<file path="src/rtl/u8s_pkg.sv">
// u8s_pkg: shared types and constants for the utf-8 stream sanitiser
// no dependencies; imported by u8s_decode and utf8_stream_sanitizer
`default_nettype none

package u8s_pkg;

    // widths of the transaction fields
    localparam int unsigned BYTE_W   = 8;
    localparam int unsigned POINT_W  = 21;
    localparam int unsigned RAW_W    = 32;
    localparam int unsigned PEND_W   = 24;
    localparam int unsigned LEN_W    = 3;
    localparam int unsigned SEEN_W   = 2;

    // sequence lengths
    localparam logic [LEN_W-1:0] LEN_NONE = 3'd0;
    localparam logic [LEN_W-1:0] LEN_ONE  = 3'd1;
    localparam logic [LEN_W-1:0] LEN_TWO  = 3'd2;
    localparam logic [LEN_W-1:0] LEN_THREE = 3'd3;
    localparam logic [LEN_W-1:0] LEN_FOUR = 3'd4;

    // lead byte ranges and payload masks
    localparam logic [BYTE_W-1:0] LEAD2_LO  = 8'hC0;
    localparam logic [BYTE_W-1:0] LEAD2_HI  = 8'hDF;
    localparam logic [BYTE_W-1:0] LEAD3_LO  = 8'hE0;
    localparam logic [BYTE_W-1:0] LEAD3_HI  = 8'hEF;
    localparam logic [BYTE_W-1:0] LEAD4_LO  = 8'hF0;
    localparam logic [BYTE_W-1:0] LEAD4_HI  = 8'hF7;
    localparam logic [BYTE_W-1:0] MASK2     = 8'h1F;
    localparam logic [BYTE_W-1:0] MASK3     = 8'h0F;
    localparam logic [BYTE_W-1:0] MASK4     = 8'h07;
    localparam logic [1:0]        CONT_TAG  = 2'b10;

    // scalar value limits
    localparam logic [POINT_W-1:0] MIN2     = 21'h000080;
    localparam logic [POINT_W-1:0] MAX2     = 21'h0007FF;
    localparam logic [POINT_W-1:0] MIN3     = 21'h000800;
    localparam logic [POINT_W-1:0] SURR_LO  = 21'h00D7FF;
    localparam logic [POINT_W-1:0] SURR_HI  = 21'h00E000;
    localparam logic [POINT_W-1:0] MAX3     = 21'h00FFFF;
    localparam logic [POINT_W-1:0] MIN4     = 21'h010000;
    localparam logic [POINT_W-1:0] MAX4     = 21'h10FFFF;

    // input transaction
    typedef struct packed {
        logic [BYTE_W-1:0] text_byte;
        logic              final_byte;
    } t_in_item;

    // result transaction
    typedef struct packed {
        logic [POINT_W-1:0] code_point;
        logic [RAW_W-1:0]   raw_sequence;
        logic [LEN_W-1:0]   sequence_length;
        logic               has_point;
        logic               end_of_text;
    } t_out_item;

    // pending sequence state
    typedef struct packed {
        logic [POINT_W-1:0] partial_point;
        logic [PEND_W-1:0]  partial_bytes;
        logic [LEN_W-1:0]   expected_length;
        logic [SEEN_W-1:0]  bytes_seen;
    } t_dec_state;

endpackage

`default_nettype wire

</file>
<file path="src/rtl/u8s_decode.sv">
// u8s_decode: pending sequence state and the per-byte decode step
// depends on u8s_pkg
`default_nettype none

module u8s_decode (
    input  wire logic               i_clk,
    input  wire logic               i_rst_n,
    input  wire logic               i_en,
    input  wire u8s_pkg::t_in_item  i_item,
    output logic                    o_emit,
    output u8s_pkg::t_out_item      o_result
);
    import u8s_pkg::*;

    t_dec_state               r_state;
    t_dec_state               n_state;
    logic [BYTE_W-1:0]        b;
    logic                     is_cont;
    logic                     pending;
    logic [LEN_W-1:0]         seen;
    logic [POINT_W-1:0]       pt;
    logic [4:0]               shamt;
    logic [RAW_W-1:0]         shifted;
    logic                     got;
    logic [POINT_W-1:0]       cp;
    logic [RAW_W-1:0]         raw;
    logic [LEN_W-1:0]         len;

    // shortest-form and range check of a finished sequence: no overlong, no surrogate, nothing past MAX4
    function automatic logic point_ok(input logic [LEN_W-1:0] n,
                                      input logic [POINT_W-1:0] v);
        logic ok;
        ok = 1'b0;
        case (n)
            LEN_TWO:   ok = (v >= MIN2) && (v <= MAX2);
            LEN_THREE: ok = ((v >= MIN3) && (v <= SURR_LO)) ||
                            ((v >= SURR_HI) && (v <= MAX3));
            LEN_FOUR:  ok = (v >= MIN4) && (v <= MAX4);
            default:   ok = 1'b0;
        endcase
        return ok;
    endfunction

    // decode one byte against the pending sequence
    always_comb begin
        b       = i_item.text_byte;
        is_cont = (b[7:6] == CONT_TAG);
        pending = (r_state.expected_length != LEN_NONE);
        seen    = {1'b0, r_state.bytes_seen} + LEN_ONE;
        pt      = {r_state.partial_point[POINT_W-7:0], b[5:0]};
        shamt   = {r_state.bytes_seen, 3'b000};
        shifted = {{(RAW_W-BYTE_W){1'b0}}, b} << shamt;
        n_state = '0;
        got     = 1'b0;
        cp      = '0;
        raw     = '0;
        len     = LEN_NONE;

        if (pending && is_cont) begin
            if (seen == r_state.expected_length) begin
                // sequence complete
                got = point_ok(r_state.expected_length, pt);
                cp  = pt;
                raw = {{(RAW_W-PEND_W){1'b0}}, r_state.partial_bytes} | shifted;
                len = r_state.expected_length;
            end else begin
                n_state.partial_point   = pt;
                n_state.partial_bytes   = r_state.partial_bytes | shifted[PEND_W-1:0];
                n_state.expected_length = r_state.expected_length;
                n_state.bytes_seen      = seen[SEEN_W-1:0];
            end
        end else begin
            // fresh byte, any broken sequence is dropped
            if (b != '0 && !b[7]) begin
                got = 1'b1;
                cp  = {{(POINT_W-BYTE_W){1'b0}}, b};
                raw = {{(RAW_W-BYTE_W){1'b0}}, b};
                len = LEN_ONE;
            end else if (b inside {[LEAD2_LO:LEAD2_HI]}) begin
                n_state.expected_length = LEN_TWO;
                n_state.bytes_seen      = SEEN_W'(1);
                n_state.partial_point   = {{(POINT_W-BYTE_W){1'b0}}, b & MASK2};
                n_state.partial_bytes   = {{(PEND_W-BYTE_W){1'b0}}, b};
            end else if (b inside {[LEAD3_LO:LEAD3_HI]}) begin
                n_state.expected_length = LEN_THREE;
                n_state.bytes_seen      = SEEN_W'(1);
                n_state.partial_point   = {{(POINT_W-BYTE_W){1'b0}}, b & MASK3};
                n_state.partial_bytes   = {{(PEND_W-BYTE_W){1'b0}}, b};
            end else if (b inside {[LEAD4_LO:LEAD4_HI]}) begin
                n_state.expected_length = LEN_FOUR;
                n_state.bytes_seen      = SEEN_W'(1);
                n_state.partial_point   = {{(POINT_W-BYTE_W){1'b0}}, b & MASK4};
                n_state.partial_bytes   = {{(PEND_W-BYTE_W){1'b0}}, b};
            end
        end

        // last byte closes any pending sequence
        if (i_item.final_byte) begin
            n_state = '0;
        end

        o_emit                   = got || i_item.final_byte;
        o_result.code_point      = got ? cp : '0;
        o_result.raw_sequence    = got ? raw : '0;
        o_result.sequence_length = got ? len : LEN_NONE;
        o_result.has_point       = got;
        o_result.end_of_text     = i_item.final_byte;
    end

    // state register
    always_ff @(posedge i_clk) begin
        if (!i_rst_n) begin
            r_state <= '0;
        end else if (i_en) begin
            r_state <= n_state;
        end
    end

endmodule

`default_nettype wire

</file>
<file path="src/rtl/utf8_stream_sanitizer.sv">
// utf8_stream_sanitizer: top level, input register, decode step, result register
// depends on u8s_pkg and u8s_decode
`default_nettype none

// Sanitises a UTF-8 byte stream one byte per cycle while the result side
// does not stall. Each input transaction is one byte with a last-byte mark;
// ASCII other than NUL passes through, well-formed multi-byte sequences
// come out as code point plus raw bytes on their final byte, and broken,
// overlong, surrogate or out-of-range sequences vanish. The last byte
// always yields a result with end_of_text set. An accepted byte is held in
// the input register, and its result, if any, is written to the result
// register as the byte leaves it; the single pending-sequence state in the
// decode step is updated as each byte leaves the input register.
// Stall from the result side holds both registers.
module utf8_stream_sanitizer (
    input  wire logic               i_clk,
    input  wire logic               i_rst_n,
    input  wire logic               i_in_valid,
    output logic                    o_in_stall,
    input  wire u8s_pkg::t_in_item  i_in_item,
    output logic                    o_out_valid,
    input  wire logic               i_out_stall,
    output u8s_pkg::t_out_item      o_out_item
);
    import u8s_pkg::*;

    logic      r_in_valid;
    t_in_item  r_in_item;
    logic      r_out_valid;
    t_out_item r_out_item;
    logic      out_free;
    logic      advance;
    logic      in_take;
    logic      dec_emit;
    t_out_item dec_result;

    // handshake between the two registers
    assign out_free   = !r_out_valid || !i_out_stall;
    assign advance    = r_in_valid && out_free;
    assign o_in_stall = r_in_valid && !out_free;
    assign in_take    = i_in_valid && !o_in_stall;

    // input register
    always_ff @(posedge i_clk) begin
        if (!i_rst_n) begin
            r_in_valid <= 1'b0;
        end else if (in_take) begin
            r_in_valid <= 1'b1;
        end else if (advance) begin
            r_in_valid <= 1'b0;
        end
    end

    always_ff @(posedge i_clk) begin
        if (in_take) begin
            r_in_item <= i_in_item;
        end
    end

    // decode step
    u8s_decode u_decode (
        .i_clk    (i_clk),
        .i_rst_n  (i_rst_n),
        .i_en     (advance),
        .i_item   (r_in_item),
        .o_emit   (dec_emit),
        .o_result (dec_result)
    );

    // result register
    always_ff @(posedge i_clk) begin
        if (!i_rst_n) begin
            r_out_valid <= 1'b0;
        end else if (advance && dec_emit) begin
            r_out_valid <= 1'b1;
        end else if (out_free) begin
            r_out_valid <= 1'b0;
        end
    end

    always_ff @(posedge i_clk) begin
        if (advance && dec_emit) begin
            r_out_item <= dec_result;
        end
    end

    assign o_out_valid = r_out_valid;
    assign o_out_item  = r_out_item;

endmodule

`default_nettype wire

</file>
<file path="config.mk">
export PLATFORM = sky130hd
export DESIGN_NAME = utf8_stream_sanitizer
export DESIGN_NICKNAME = d
export VERILOG_FILES = /design/src/rtl/u8s_pkg.sv /design/src/rtl/u8s_decode.sv /design/src/rtl/utf8_stream_sanitizer.sv
export SDC_FILE = /design/constraint.sdc
export NUM_CORES = 1
export LEC_CHECK = 0
export BUFFER_PORTS_ARGS = -buffer_cell sky130_fd_sc_hd__clkbuf_2
export CORE_MARGIN = 10
export CORE_UTILIZATION = 36
export DETAILED_ROUTE_END_ITERATION = 12
export RECOVER_POWER = 50
export SLEW_MARGIN = 20
export SYNTH_ARGS = -nofsm -noshare
export SYNTH_HDL_FRONTEND = slang
export SYNTH_SLANG_ARGS = --single-unit
</file>
<file path="constraint.sdc">
create_clock -name i_clk -period 6.8 [get_ports i_clk]
set_clock_uncertainty 0.15 [all_clocks]
set_input_delay 2.04 -clock i_clk [delete_from_list [all_inputs] [get_ports i_clk]]
set_output_delay 2.04 -clock i_clk [all_outputs]
set_load 0.005 [all_outputs]
</file>
==> results of run 1 <==
## worst max-delay path, delay by kind of cell
family                 cells  cell delay [ns]
and+or+nand+nor            1             0.23
buffers and inverters      2             0.28
## layout make-up
class | instances | area share (%)
Multi-Input combinational cell | 247 | 25.5
Clock inverter | 11 | 2.93
Sequential cell | 113 | 53.2
Timing Repair Buffer | 75 | 5.54
Clock buffer | 21 | 8.18
Tap cell | 168 | 3.82
Inverter | 12 | 0.818
## final timing paths
check / startpoint / end / depth (start not counted)
worst max register to register: r_in_item[8] / o_out_item[54] / 6
worst max-delay path: i_out_stall / o_in_stall / 3
worst min register to register: u_decode.r_state[22] / u_decode.r_state[22] / 2
worst min-delay path: u_decode.r_state[22] / u_decode.r_state[22] / 2
## cells in the final DEF, fill, tap and decap left out, types with 3 or more instances in the layout
cell / Yosys / routed
sky130_fd_sc_hd__edfxtp_1: 67 / 67
sky130_fd_sc_hd__nor2_1: 64 / 64
sky130_fd_sc_hd__clkbuf_1: 18 / 63
sky130_fd_sc_hd__a21oi_1: 56 / 56
sky130_fd_sc_hd__dfxtp_1: 46 / 46
sky130_fd_sc_hd__a22oi_1: 17 / 17
sky130_fd_sc_hd__clkbuf_16: 0 / 17
sky130_fd_sc_hd__nand2_1: 15 / 15
sky130_fd_sc_hd__and2_1: 15 / 15
sky130_fd_sc_hd__clkbuf_2: 0 / 13
sky130_fd_sc_hd__inv_1: 12 / 12
sky130_fd_sc_hd__nor3_1: 9 / 9
sky130_fd_sc_hd__nor2b_1: 8 / 8
sky130_fd_sc_hd__a2bb2oi_1: 6 / 6
sky130_fd_sc_hd__a22o_1: 4 / 4
sky130_fd_sc_hd__bufinv_16: 0 / 4
sky130_fd_sc_hd__clkinv_2: 0 / 4
sky130_fd_sc_hd__or4_1: 3 / 3
sky130_fd_sc_hd__nand4_1: 3 / 3
sky130_fd_sc_hd__a21o_1: 3 / 3
sky130_fd_sc_hd__nand3_1: 3 / 3
sky130_fd_sc_hd__and3_1: 3 / 3
sky130_fd_sc_hd__or3_1: 3 / 3
## power by group
| group | leakage [uW] | switching, uW | internal, uW |
|---|---|---|---|
| clock | 0.000302 | 295 | 619 |
| combinational | 0.000597 | 39.3 | 18.7 |
| sequential | 0.00102 | 15.1 | 743 |
## kinds of logic (layout without fill, tap and decap cells)
group | after synthesis | in the layout
fa+ha+maj | 1 | 1
other cells | 1 | 1
compound gates | 107 | 107
simple gates | 135 | 135
buf+inv | 39 | 119
xor+xnor | 3 | 3
flops | 113 | 113
## stage by stage
stage	worst slack, ns	hold slack [ns]	total power, uW
6_report	2.06	0.316	1730
2_1_floorplan	0.537	0.287	803
4_1_cts	2.11	0.321	1750
5_1_grt	1.99	0.346	1790
3_5_place_dp	2.11	0.306	834
3_3_place_gp	2.14	0.298	832
## routing by layer
metal | wire length [um] | global-route usage, % | vias to the layer above
li1 | - | - | 1588
met4 | 116 | 5.01 | 0
met2 | 5090 | 19.7 | 104
met3 | 640 | 3.93 | 8
met5 | 0 | 0 | -
met1 | 5050 | 16.5 | 1639
## flip-flops by register name (all words and copies together) (netlist names)
| name | flops |
|---|---|
| o_out_item | 58 |
| u_decode.r_state | 29 |
| u_decode.pt | 15 |
| r_in_item | 9 |
| o_out_valid | 1 |
| r_in_valid | 1 |
==> PnR_summary.wiki, run 1 <==
{| class="wikitable"
! Metric !! Value
|-
| HPWL reported at the end of detailed placement || 7.37 mm
|-
| Relative area change from synthesis to final layout || 22.7%
|-
| Vias || 3339
|-
| Synthesized netlist net count || 413
|-
| Dominant combinational cell family by area after synthesis || compound AO/OA/AOI/OAI gates
|-
| Die height || 132 um
|-
| Max-Cap Viols || 1
|-
| Adder and majority gate portion of the synthesized area || 0.279%
|-
| Critical path startpoint category || input port
|-
| TritonRoute pass-1 iters || 5
|-
| Effective utilization at floorplan || 37.1%
|-
| Tightest slew margin relative to the limit || -12.9%
|-
| Total number of nets in the final design || 480
|-
| Post-layout utilization of the core || 45.5%
|-
| Area inside the core boundary || between 10000 and 15000 um2
|-
| Share of the synthesized area in compound gates (AO/OA/AOI/OAI) || 15.7%
|-
| Yosys Warn Count || 0
|-
| Dpl cells || 615
|-
| Global router's overall resource usage || about an eighth
|-
| Share of synthesized area spent on multiplexers || 0%
|-
| TritonCTS clock tree || built
|-
| Width of the die || 132 um
|-
| Data arrival time of the critical path || around 2.6 ns
|-
| Required time of the worst setup path || around 4.6 ns
|-
| Post_cts resized || 0
|-
| Pin count of the biggest net entering global routing || 40
|-
| Routed len/inst || 16.9 um
|-
| Leading register cell type out of synthesis || sky130_fd_sc_hd__edfxtp_1
|-
| Sum of negative setup slack || 0 ns
|-
| Asr flop ratio synth || 0%
|-
| Area fraction of the dominant cell type after synthesis || approximately 45%
|-
| Final period util || 69.7%
|-
| Area of the multi-input gates || 1400 um2
|-
| Top-level I/O count || 73
|-
| Leakage power summed over all cells || 0.00192 uW
|-
| Synth Area per Inst || roughly 11 um2
|-
| Global-route wire length before repair || 18.0 mm
|-
| Reg-to-reg slack, setup || 2.90 ns
|-
| Max FO, Critical Path || 4
|-
| Cell area reported after detailed placement || 4990 um2
|-
| Largest buffer count on any clock path || 2
|-
| Failing checks || max-capacitance violations, max-slew violations
|-
| ANT nets after route || 0
|-
| Netlist area before placement || roughly 4500 um2
|-
| Master cell of the clock root buffer || sky130_fd_sc_hd__clkbuf_16
|-
| Critical path, cell by cell || clkbuf_1, and3_1, clkbuf_2
|-
| CTS clk-pin slew, worst paths || roughly 0.05 ns
|-
| Detailed Route Iter0 Violations || roughly 330
|-
| Die area || 17300 um2
|-
| Most area-consuming cells after synthesis || sky130_fd_sc_hd__edfxtp_1, sky130_fd_sc_hd__dfxtp_1, sky130_fd_sc_hd__a21oi_1
|-
| Total power per unit cell area || 314 nW/um2
|-
| Number of non-filler instances in the completed layout || roughly 650
|-
| Stage delay of the slowest cell on the critical path || 0.23 ns
|-
| Detailed-route wire length || 10.9 mm
|-
| Clk_lat worst skew || 0.40 ns
|-
| Status || complete, but fails checks
|-
| Vias per cell || 5.16
|-
| Clock Sink Count || 113
|-
| Setup fix buffers added after clock tree synthesis || 0
|-
| Setup violators final || 0
|-
| Initial antenna violation count || 0
|-
| Share of final-layout standard cells stronger than drive strength 1 || 9.81%
|-
| FMAX || 211 MHz
|-
| Setup repair after global routing missed its margin || no
|-
| Routability congestion estimate from global placement || 0.856
|-
| Worst hold path class || flop to flop
|-
| Gate count after technology mapping || 399
|-
| Total of hold buffers inserted after clock tree synthesis || 0
|-
| Tmin final || 4.74 ns
|-
| Sequential cell area || 2930 um2
|-
| Slew at the pin closest to its max-slew limit || 1.69 ns
|-
| Register bit count reported by yosys || approximately 110
|-
| Depth of the CTS H-tree || 4
|-
| # fillers || 1199
|-
| Fraction of the yosys area taken by sequential cells || 65.3%
|-
| Synth top cells by count || sky130_fd_sc_hd__edfxtp_1, sky130_fd_sc_hd__nor2_1, sky130_fd_sc_hd__a21oi_1
|-
| Vias in the first global route || 3430
|-
| Number of rows created at floorplan || 40
|-
| Final hold viol count || 0
|-
| Remaining design rule violation count || 0
|-
| Slew Viols, Final || 40
|-
| Slowest cell on crit path || sky130_fd_sc_hd__and3_1
|-
| Parity-gate share of the synthesized area counting xor and xnor cells || 0.585%
|-
| Count of port buffers added during placement || 72
|-
| Number of buffers created by CTS || 17
|-
| Max IR drop VDD || roughly 140 uV
|-
| Ant. Diodes || 0
|-
| GRT overflow || 0
|-
| Worst setup path class || input port to primary output
|-
| Nature of the critical path endpoint || primary output
|-
| Final non-filler cell area || about 5500 um2
|-
| Distinct cell type count after synthesis || 48
|-
| Leading cell type by number of instances after synthesis || sky130_fd_sc_hd__edfxtp_1
|-
| Count of flip-flops with a built-in enable after synthesis || 67
|-
| Simple-gate share of the synthesized area || 14.4%
|-
| Leading area contributor after synthesis || sky130_fd_sc_hd__edfxtp_1
|}
Note: power is estimated with default switching activity, not from simulation.
==> run 2, diff against run 1 <==
==> constraint.sdc (replaced) <==
create_clock -name i_clk -period 4.2 [get_ports i_clk]
set_clock_uncertainty 0.15 [all_clocks]
set_input_delay 1.26 -clock i_clk [delete_from_list [all_inputs] [get_ports i_clk]]
set_output_delay 1.26 -clock i_clk [all_outputs]
set_load 0.005 [all_outputs]
==> PnR_summary.wiki, run 2 (synthesis gave the netlist of run 1 again) <==
{| class="wikitable"
! Metric !! Value
|-
| Tmin final || 3.28 ns
|-
| Slowest cell on crit path || sky130_fd_sc_hd__edfxtp_1 (was sky130_fd_sc_hd__and3_1)
|-
| Routability congestion estimate from global placement || 0.818 (was 0.856)
|-
| Worst Hold Slack || 0.316 ns (about the same)
|-
| TritonRoute pass-1 iters || 4 (was 5)
|-
| HPWL reported at the end of detailed placement || 7.36 mm (was 7.37 mm)
|-
| Data arrival time of the critical path || 3.36 ns (was 2.55 ns)
|-
| Sum of negative setup slack || 0 ns (unchanged)
|-
| Pin count of the biggest net entering global routing || 40 (unchanged)
|-
| Logic depth of the worst register-to-register path || 6 (unchanged)
|-
| Count of port buffers added during placement || 72 (unchanged)
|-
| Worst Setup Slack post-DPL || 0.883 ns (was 2.11 ns)
|-
| CTS clk-pin slew, worst paths || 0.05 ns (about the same)
|-
| # fillers || 1190 (was 1199)
|-
| Setup fix buffers added after clock tree synthesis || 0 (unchanged)
|-
| Detailed-route wire length || 10.9 mm (about the same)
|-
| Remaining design rule violation count || 0 (unchanged)
|-
| Max IR drop VDD || 261 uV (was 138 uV)
|-
| FMAX || roughly 300 MHz
|-
| Master cell of the clock root buffer || sky130_fd_sc_hd__clkbuf_16 (unchanged)
|-
| Number of buffers created by CTS || 17 (unchanged)
|-
| Largest buffer count on any clock path || 2 (unchanged)
|-
| Worst hold path class || flop to flop (unchanged)
|-
| Vias in the first global route || 3325 (was 3430)
|-
| Total number of nets in the final design || 481 (was 480)
|-
| Status || finished, final reports clean (was complete, but fails checks)
|-
| Final period util || roughly four fifths
|-
| Total of hold buffers inserted after clock tree synthesis || 0 (unchanged)
|-
| ANT nets after route || 0 (unchanged)
|-
| Most frequent cells in the layout || sky130_fd_sc_hd__edfxtp_1, sky130_fd_sc_hd__nor2_1, sky130_fd_sc_hd__clkbuf_1 (unchanged)
|-
| Global router's overall resource usage || 12.8% (about the same)
|-
| Critical Path Source || r_in_item[8] (was i_out_stall)
|-
| GRT Max-Usage Layer || met2 (unchanged)
|-
| Worst setup path class || flop to flop (was input port to primary output)
|-
| Die height || 132 um (unchanged)
|-
| Vias || 3326 (was 3339)
|-
| Effective utilization at floorplan || 37.1% (unchanged)
|-
| Final hold viol count || 0 (unchanged)
|-
| Share of final-layout standard cells stronger than drive strength 1 || 11.3% (was 9.81%)
|-
| Global routing met2 resource utilization || 19.6% (was 19.7%)
|-
| Number of rows created at floorplan || 40 (unchanged)
|-
| Capturing element of the worst setup path || o_out_item[33] (was o_in_stall)
|-
| Post_cts resized || 0 (unchanged)
|-
| Slew at the pin closest to its max-slew limit || 0.980 ns (was 1.69 ns)
|-
| RR Startpoint || r_in_item[8] (unchanged)
|-
| GRT overflow || 0 (unchanged)
|-
| Endpoint of the lowest-slack register-to-register path || o_out_item[33] (was o_out_item[54])
|-
| TritonCTS clock tree || built (unchanged)
|-
| Critical path, cell by cell || nand2b_1, nor2_1, nand2b_1, a211o_1, clkbuf_2, nor3_1 (was clkbuf_1, and3_1, clkbuf_2)
|-
| Tightest slew margin relative to the limit || 34.6% (was -12.9%)
|-
| Critical path startpoint category || flop (was input port)
|-
| Required time of the worst setup path || 4.27 ns (was 4.61 ns)
|-
| Global-route wire length before repair || 17.9 mm (was 18.0 mm)
|-
| Die area || 17300 um2 (unchanged)
|-
| Total power per unit cell area || 521 nW/um2 (was 314 nW/um2)
|-
| Number of flip-flops in the largest register || 58 (unchanged)
|-
| Most common library cell in the layout ignoring fill and taps || sky130_fd_sc_hd__edfxtp_1 (unchanged)
|-
| Ant. Diodes || 0 (unchanged)
|-
| Setup repair after global routing missed its margin || no (unchanged)
|-
| Max-Cap Viols || 0 (was 1)
|-
| Routed len/inst || 16.8 um (was 16.9 um)
|-
| Depth of the CTS H-tree || 4 (unchanged)
|-
| Area inside the core boundary || 12100 um2 (unchanged)
|-
| Stage delay of the slowest cell on the critical path || 0.68 ns (was 0.23 ns)
|-
| Met3 GRT Util || 4.04% (was 3.93%)
|-
| Clk_lat worst skew || 0.41 ns (was 0.40 ns)
|-
| GR Util met1 || 16.4% (was 16.5%)
|-
| Vias per cell || 5.13 (was 5.16)
|-
| Leakage power summed over all cells || 0.00194 uW (was 0.00192 uW)
|-
| Width of the die || 132 um (unchanged)
|-
| Relative area change from synthesis to final layout || 24.3% (was 22.7%)
|-
| Clock Sink Count || 113 (unchanged)
|-
| Reg-to-reg slack, setup || 0.92 ns (was 2.90 ns)
|-
| Nature of the critical path endpoint || flop (was primary output)
|-
| Minimum setup slack in the final design || 0.915 ns (was 2.06 ns)
|-
| Dominant cell type by count on the critical path || sky130_fd_sc_hd__nand2b_1
|-
| Max FO, Critical Path || 39 (was 4)
|-
| Top-level I/O count || 73 (unchanged)
|-
| Slew Viols, Final || 0 (was 40)
|-
| Detailed Route Iter0 Violations || 229 (was 326)
|-
| Initial antenna violation count || 0 (unchanged)
|-
| Setup violators final || 0 (unchanged)
|}
==> run 2: cell count changes in the layout (fill, tap and decap cells not counted), sizes merged <==
| cell | before | now |
|---|---|---|
| buf | 2 | 3 |
| inv | 12 | 14 |
| clkinv | 7 | 2 |
| clkbuf | 94 | 92 |
| clkinvlp | 0 | 4 |
| bufinv | 4 | 5 |
==> run 2: per-layer routing <==
| metal | up-vias | share of wire, % |
|---|---|---|
| met5 | - | 0 |
| met4 | 0 | 1.8 |
| met3 | 17 | 6.0 |
| met2 | 113 | 47 |
| met1 | 1600 | 45 |
| li1 | 1596 | - |
==> run 2: worst max-delay path: cells and delay by family (launching register included) <==
kind | cells | cell delay, ns
and+or+nand+nor | 4 | 1.41
DFF | 1 | 0.68
buffers and inverters | 1 | 0.50
AOI/OAI and AO/OA | 1 | 0.35
==> run 2: metrics by stage <==
stage | cell area (um2) | total power [uW] | util, % | cells
2_1_floorplan | 4500 | 1300 | - | 399
3_3_place_gp | 4990 | 1350 | 41.2 | 616
3_5_place_dp | 4990 | 1350 | 41.2 | 616
4_1_cts | 5650 | 2930 | 46.7 | 648
5_1_grt | 5580 | 3000 | 46.1 | 648
6_report | 5580 | 2910 | 46.1 | 648
==> run 2: worst min-delay path by stage <==
| stage | from | endpoint | slack, ns | cells after the start |
|---|---|---|---|---|
| finish | u_decode.r_state[19] | u_decode.r_state[19] | 0.32 | 2 |
| CTS | u_decode.r_state[25] | u_decode.r_state[25] | 0.32 | 2 |
| global route | u_decode.r_state[26] | u_decode.r_state[26] | 0.34 | 2 |
| global placement | u_decode.r_state[24] | u_decode.r_state[24] | 0.30 | 2 |
| detailed placement | u_decode.r_state[26] | u_decode.r_state[26] | 0.31 | 2 |
| floorplan | u_decode.r_state[9] | u_decode.r_state[9] | 0.29 | 2 |
==> run 2: power by group <==
group | internal, uW | leakage [uW] | switching (uW)
Clock | 1080 | 0.000310 | 500
Sequential | 1200 | 0.00102 | 25.0
Combinational | 31.4 | 0.000608 | 64.4
==> run 2: final cells by class <==
| cell class | instances | area [um2] | share of cell area [%] |
|---|---|---|---|
| multi-input cells | 247 | 1420 | 25.4 |
| clock inverters | 13 | 206 | 3.70 |
| clock buffers | 19 | 453 | 8.12 |
| flip-flops and latches | 113 | 2930 | 52.6 |
| inverters | 12 | 45.0 | 0.807 |
| well taps | 168 | 210 | 3.77 |
| repair buffers | 76 | 315 | 5.65 |
==> run 3, diff against run 2 <==
--- a/config.mk
+++ b/config.mk
@@ -5,6 +5,7 @@
 export SDC_FILE = /design/constraint.sdc
 export NUM_CORES = 1
 export LEC_CHECK = 0
+export ABC_AREA = 1
 export BUFFER_PORTS_ARGS = -buffer_cell sky130_fd_sc_hd__clkbuf_2
 export CORE_MARGIN = 10
 export CORE_UTILIZATION = 36
==> constraint.sdc (replaced) <==
create_clock -name i_clk -period 2.8 [get_ports i_clk]
set_clock_uncertainty 0.15 [all_clocks]
set_input_delay 0.84 -clock i_clk [delete_from_list [all_inputs] [get_ports i_clk]]
set_output_delay 0.84 -clock i_clk [all_outputs]
set_load 0.005 [all_outputs]
==> PnR_summary.wiki, run 3 <==
{| class="wikitable"
! Metric !! Value
|-
| Status || finished, final reports clean (unchanged)
|-
| Fraction of the yosys area taken by sequential cells || 61.6% (was 65.3%)
|-
| FMAX || 408 MHz (was 304 MHz)
|-
| Slowest cell on crit path || sky130_fd_sc_hd__buf_4 (was sky130_fd_sc_hd__edfxtp_1)
|-
| Relative area change from synthesis to final layout || 23.8% (was 24.3%)
|-
| Number of buffers created by CTS || 17 (unchanged)
|-
| Buffers and inverters on the worst path || 3 (was 1)
|-
| Family with the most delay on the worst path || simple AND/OR/NAND/NOR gates (unchanged)
|-
| Synth top cells by count || sky130_fd_sc_hd__nand2_1, sky130_fd_sc_hd__edfxtp_1, sky130_fd_sc_hd__nor2_1 (was sky130_fd_sc_hd__edfxtp_1, sky130_fd_sc_hd__nor2_1, sky130_fd_sc_hd__a21oi_1)
|-
| Leading register cell type out of synthesis || sky130_fd_sc_hd__edfxtp_1 (unchanged)
|-
| TritonCTS clock tree || built (unchanged)
|-
| Clock Sink Count || 113 (unchanged)
|-
| Setup repair after global routing missed its margin || no (unchanged)
|-
| Adder and majority gate portion of the synthesized area || 0.263% (was 0.279%)
|-
| Total power per unit cell area || 715 nW/um2 (was 521 nW/um2)
|-
| Max-Cap Viols || 0 (unchanged)
|-
| Wire length on met3 || 1.06 mm (was 658 um)
|-
| Clk_lat worst skew || 0.42 ns (was 0.41 ns)
|-
| Area fraction of the dominant cell type after synthesis || 42.2% (was 44.8%)
|-
| Instance count on the critical path || 11 (was 6)
|-
| Leakage power summed over all cells || 0.00214 uW (was 0.00194 uW)
|-
| Critical Path Source || u_decode.r_state[0] (was r_in_item[8])
|-
| Master cell of the clock root buffer || sky130_fd_sc_hd__clkbuf_16 (unchanged)
|-
| Simple-gate share of the synthesized area || 19.9% (was 14.4%)
|-
| Gate count after technology mapping || 486 (was 399)
|-
| Post-layout utilization of the core || 46.2% (was 46.1%)
|-
| ANT nets after route || 0 (unchanged)
|-
| Most frequent cells in the layout || sky130_fd_sc_hd__nand2_1, sky130_fd_sc_hd__edfxtp_1, sky130_fd_sc_hd__nor2_1 (was sky130_fd_sc_hd__edfxtp_1, sky130_fd_sc_hd__nor2_1, sky130_fd_sc_hd__clkbuf_1)
|-
| Global router's overall resource usage || 13.5% (was 12.8%)
|-
| Critical path, cell by cell || ha_1, xnor2_1, nand3_1, inv_2, nand2_2, nor2_4, nand2_4, buf_4, inv_4, nor2_8, o22ai_1 (was nand2b_1, nor2_1, nand2b_1, a211o_1, clkbuf_2, nor3_1)
|-
| Synthesized netlist net count || 500 (was 413)
|-
| Setup violators final || 0 (unchanged)
|-
| Width of the die || 135 um (was 132 um)
|-
| Most area-consuming cells after synthesis || sky130_fd_sc_hd__edfxtp_1, sky130_fd_sc_hd__dfxtp_1, sky130_fd_sc_hd__nand2_1 (was sky130_fd_sc_hd__edfxtp_1, sky130_fd_sc_hd__dfxtp_1, sky130_fd_sc_hd__a21oi_1)
|-
| Area inside the core boundary || 12800 um2 (was 12100 um2)
|-
| Synth Area per Inst || 9.80 um2 (was 11.2 um2)
|-
| Initial antenna violation count || 0 (unchanged)
|-
| Reg-to-reg slack, setup || 0.35 ns (was 0.92 ns)
|-
| Depth of the CTS H-tree || 4 (unchanged)
|-
| Largest buffer count on any clock path || 2 (unchanged)
|-
| Number of flip-flops in the largest register || 58 (unchanged)
|-
| Logic depth of the worst register-to-register path || 11 (was 6)
|-
| Register bit count reported by yosys || 113 (unchanged)
|-
| Most common library cell in the layout ignoring fill and taps || sky130_fd_sc_hd__nand2_1 (was sky130_fd_sc_hd__edfxtp_1)
|-
| Tmin final || 2.45 ns (was 3.28 ns)
|-
| Global-route wire length before repair || 19.2 mm (was 17.9 mm)
|-
| Worst hold path class || flop to flop (unchanged)
|-
| Leading cell type by number of instances after synthesis || sky130_fd_sc_hd__nand2_1 (was sky130_fd_sc_hd__edfxtp_1)
|-
| Final period util || 87.5% (was 78.2%)
|-
| Worst hold path endpoint || u_decode.r_state[6] (was u_decode.r_state[19])
|-
| Stage delay of the slowest cell on the critical path || 0.36 ns (was 0.68 ns)
|-
| Max FO, Critical Path || 35 (was 39)
|-
| Sum of negative setup slack || 0 ns (unchanged)
|-
| Slew Viols, Final || 0 (unchanged)
|-
| Leading area contributor after synthesis || sky130_fd_sc_hd__edfxtp_1 (unchanged)
|-
| Number of rows created at floorplan || 41 (was 40)
|-
| Dominant combinational cell family by area after synthesis || simple AND/OR/NAND/NOR gates (was compound AO/OA/AOI/OAI gates)
|-
| Vias in the first global route || 3705 (was 3325)
|-
| Count of port buffers added during placement || 72 (unchanged)
|-
| Hold path startpoint || u_decode.r_state[6] (was u_decode.r_state[19])
|-
| Pin count of the biggest net entering global routing || 48 (was 40)
|-
| Parity-gate share of the synthesized area counting xor and xnor cells || 0.551% (was 0.585%)
|-
| Share of synthesized area spent on multiplexers || 0% (unchanged)
|-
| Met2 WL || 5.42 mm (was 5.11 mm)
|-
| Asr flop ratio synth || 0% (unchanged)
|-
| Area of the multi-input gates || 1510 um2 (was 1420 um2)
|-
| RR Startpoint || u_decode.r_state[0] (was r_in_item[8])
|-
| Post_cts resized || 0 (unchanged)
|-
| Distinct cell type count after synthesis || 37 (was 48)
|-
| Cells on Worst Hold Path || 2 (unchanged)
|-
| Met1 layer wirelength in the final routing || 5.01 mm (was 4.94 mm)
|-
| Cell area reported after detailed placement || 5380 um2 (was 4990 um2)
|-
| Worst setup path class || flop to flop (unchanged)
|-
| Share of the synthesized area in compound gates (AO/OA/AOI/OAI) || 11.3% (was 15.7%)
|-
| Top Layer Used || met4 (unchanged)
|-
| Vias || 3701 (was 3326)
|-
| Die height || 135 um (was 132 um)
|-
| Total of hold buffers inserted after clock tree synthesis || 0 (unchanged)
|-
| HPWL reported at the end of detailed placement || 8.45 mm (was 7.36 mm)
|-
| Setup fix buffers added after clock tree synthesis || 0 (unchanged)
|-
| Yosys Warn Count || 0 (unchanged)
|-
| Netlist area before placement || 4760 um2 (was 4490 um2)
|-
| Final non-filler cell area || 5900 um2 (was 5580 um2)
|-
| Detailed-route wire length || 11.7 mm (was 10.9 mm)
|-
| Total number of nets in the final design || 588 (was 481)
|-
| Count of flip-flops with a built-in enable after synthesis || 67 (unchanged)
|-
| Data arrival time of the critical path || 2.44 ns (was 3.36 ns)
|-
| Routed len/inst || 15.4 um (was 16.8 um)
|-
| Effective utilization at floorplan || 37.3% (was 37.1%)
|-
| Endpoint of the lowest-slack register-to-register path || o_out_item[7] (was o_out_item[33])
|-
| Tightest slew margin relative to the limit || 9.11% (was 34.6%)
|-
| CTS clk-pin slew, worst paths || 0.05 ns (about the same)
|-
| TritonRoute pass-1 iters || 4 (unchanged)
|-
| Top-level I/O count || 73 (unchanged)
|-
| Nature of the critical path endpoint || flop (unchanged)
|-
| Max IR drop VDD || 427 uV (was 261 uV)
|-
| Final hold viol count || 0 (unchanged)
|-
| Detailed Route Iter0 Violations || 308 (was 229)
|-
| # fillers || 1256 (was 1190)
|-
| Ant. Diodes || 0 (unchanged)
|-
| Routability congestion estimate from global placement || 0.892 (was 0.818)
|-
| Slew at the pin closest to its max-slew limit || 1.36 ns (was 0.980 ns)
|-
| Worst Hold Slack || 0.311 ns (was 0.316 ns)
|-
| Die area || 18200 um2 (was 17300 um2)
|-
| GRT overflow || 0 (unchanged)
|-
| Critical path startpoint category || flop (unchanged)
|-
| Share of final-layout standard cells stronger than drive strength 1 || 18.6% (was 11.3%)
|-
| Required time of the worst setup path || 2.79 ns (was 4.27 ns)
|-
| Sequential cell area || 2930 um2 (unchanged)
|-
| Remaining design rule violation count || 0 (unchanged)
|-
| Vias per cell || 4.88 (was 5.13)
|}
## run 3: worst max path at each step
stage | to | slack, ns
floorplan | o_out_item[0] | 0.09
global placement | o_out_item[54] | 0.47
detailed placement | o_out_item[5] | 0.39
CTS | o_out_item[7] | 0.39
global route | o_out_item[46] | 0.17
finish | o_out_item[7] | 0.35
## run 3: final cells by class
cell class,instances,share of cell area [%]
multi-input cells,298,25.6
well taps,172,3.65
repair buffers,87,7.13
flip-flops and latches,113,49.7
inverters,57,3.73
clock buffers,23,8.48
clock inverters,9,1.68
## run 3: power by group
part | internal [uW] | leakage, uW | switching (uW)
Combinational | 69.7 | 0.000840 | 159
Sequential | 1810 | 0.000994 | 22.8
Clock | 1430 | 0.000302 | 725
## run 3: logic make-up (layout without fill, tap and decap cells)
kind of cell,Yosys count,after routing
other cells,1,1
xor+xnor,3,3
fa+ha+maj,1,1
flops,113,113
buf+inv,75,176
compound gates,90,90
simple gates,203,203
## run 3: per-layer routing
layer	GRT usage, %	vias up
met2	20.7	127
met1	16.4	1754
li1	-	1807
met5	0	-
met4	6.28	0
met3	4.90	13
## run 3: worst min-delay path, cell delays in order (launching register included)
cell                      delay, ns
sky130_fd_sc_hd__dfxtp_1       0.30
sky130_fd_sc_hd__nand2_1       0.06
sky130_fd_sc_hd__a21oi_1       0.05
## run 3: per-stage QoR
| stage | total power [uW] | setup WS, ns | cells |
|---|---|---|---|
| 2_1_floorplan | 2000 | 0.0865 | 486 |
| 3_3_place_gp | 2100 | 0.473 | 727 |
| 3_5_place_dp | 2110 | 0.391 | 727 |
| 4_1_cts | 4280 | 0.388 | 759 |
| 5_1_grt | 4370 | 0.172 | 759 |
| 6_report | 4220 | 0.351 | 759 |
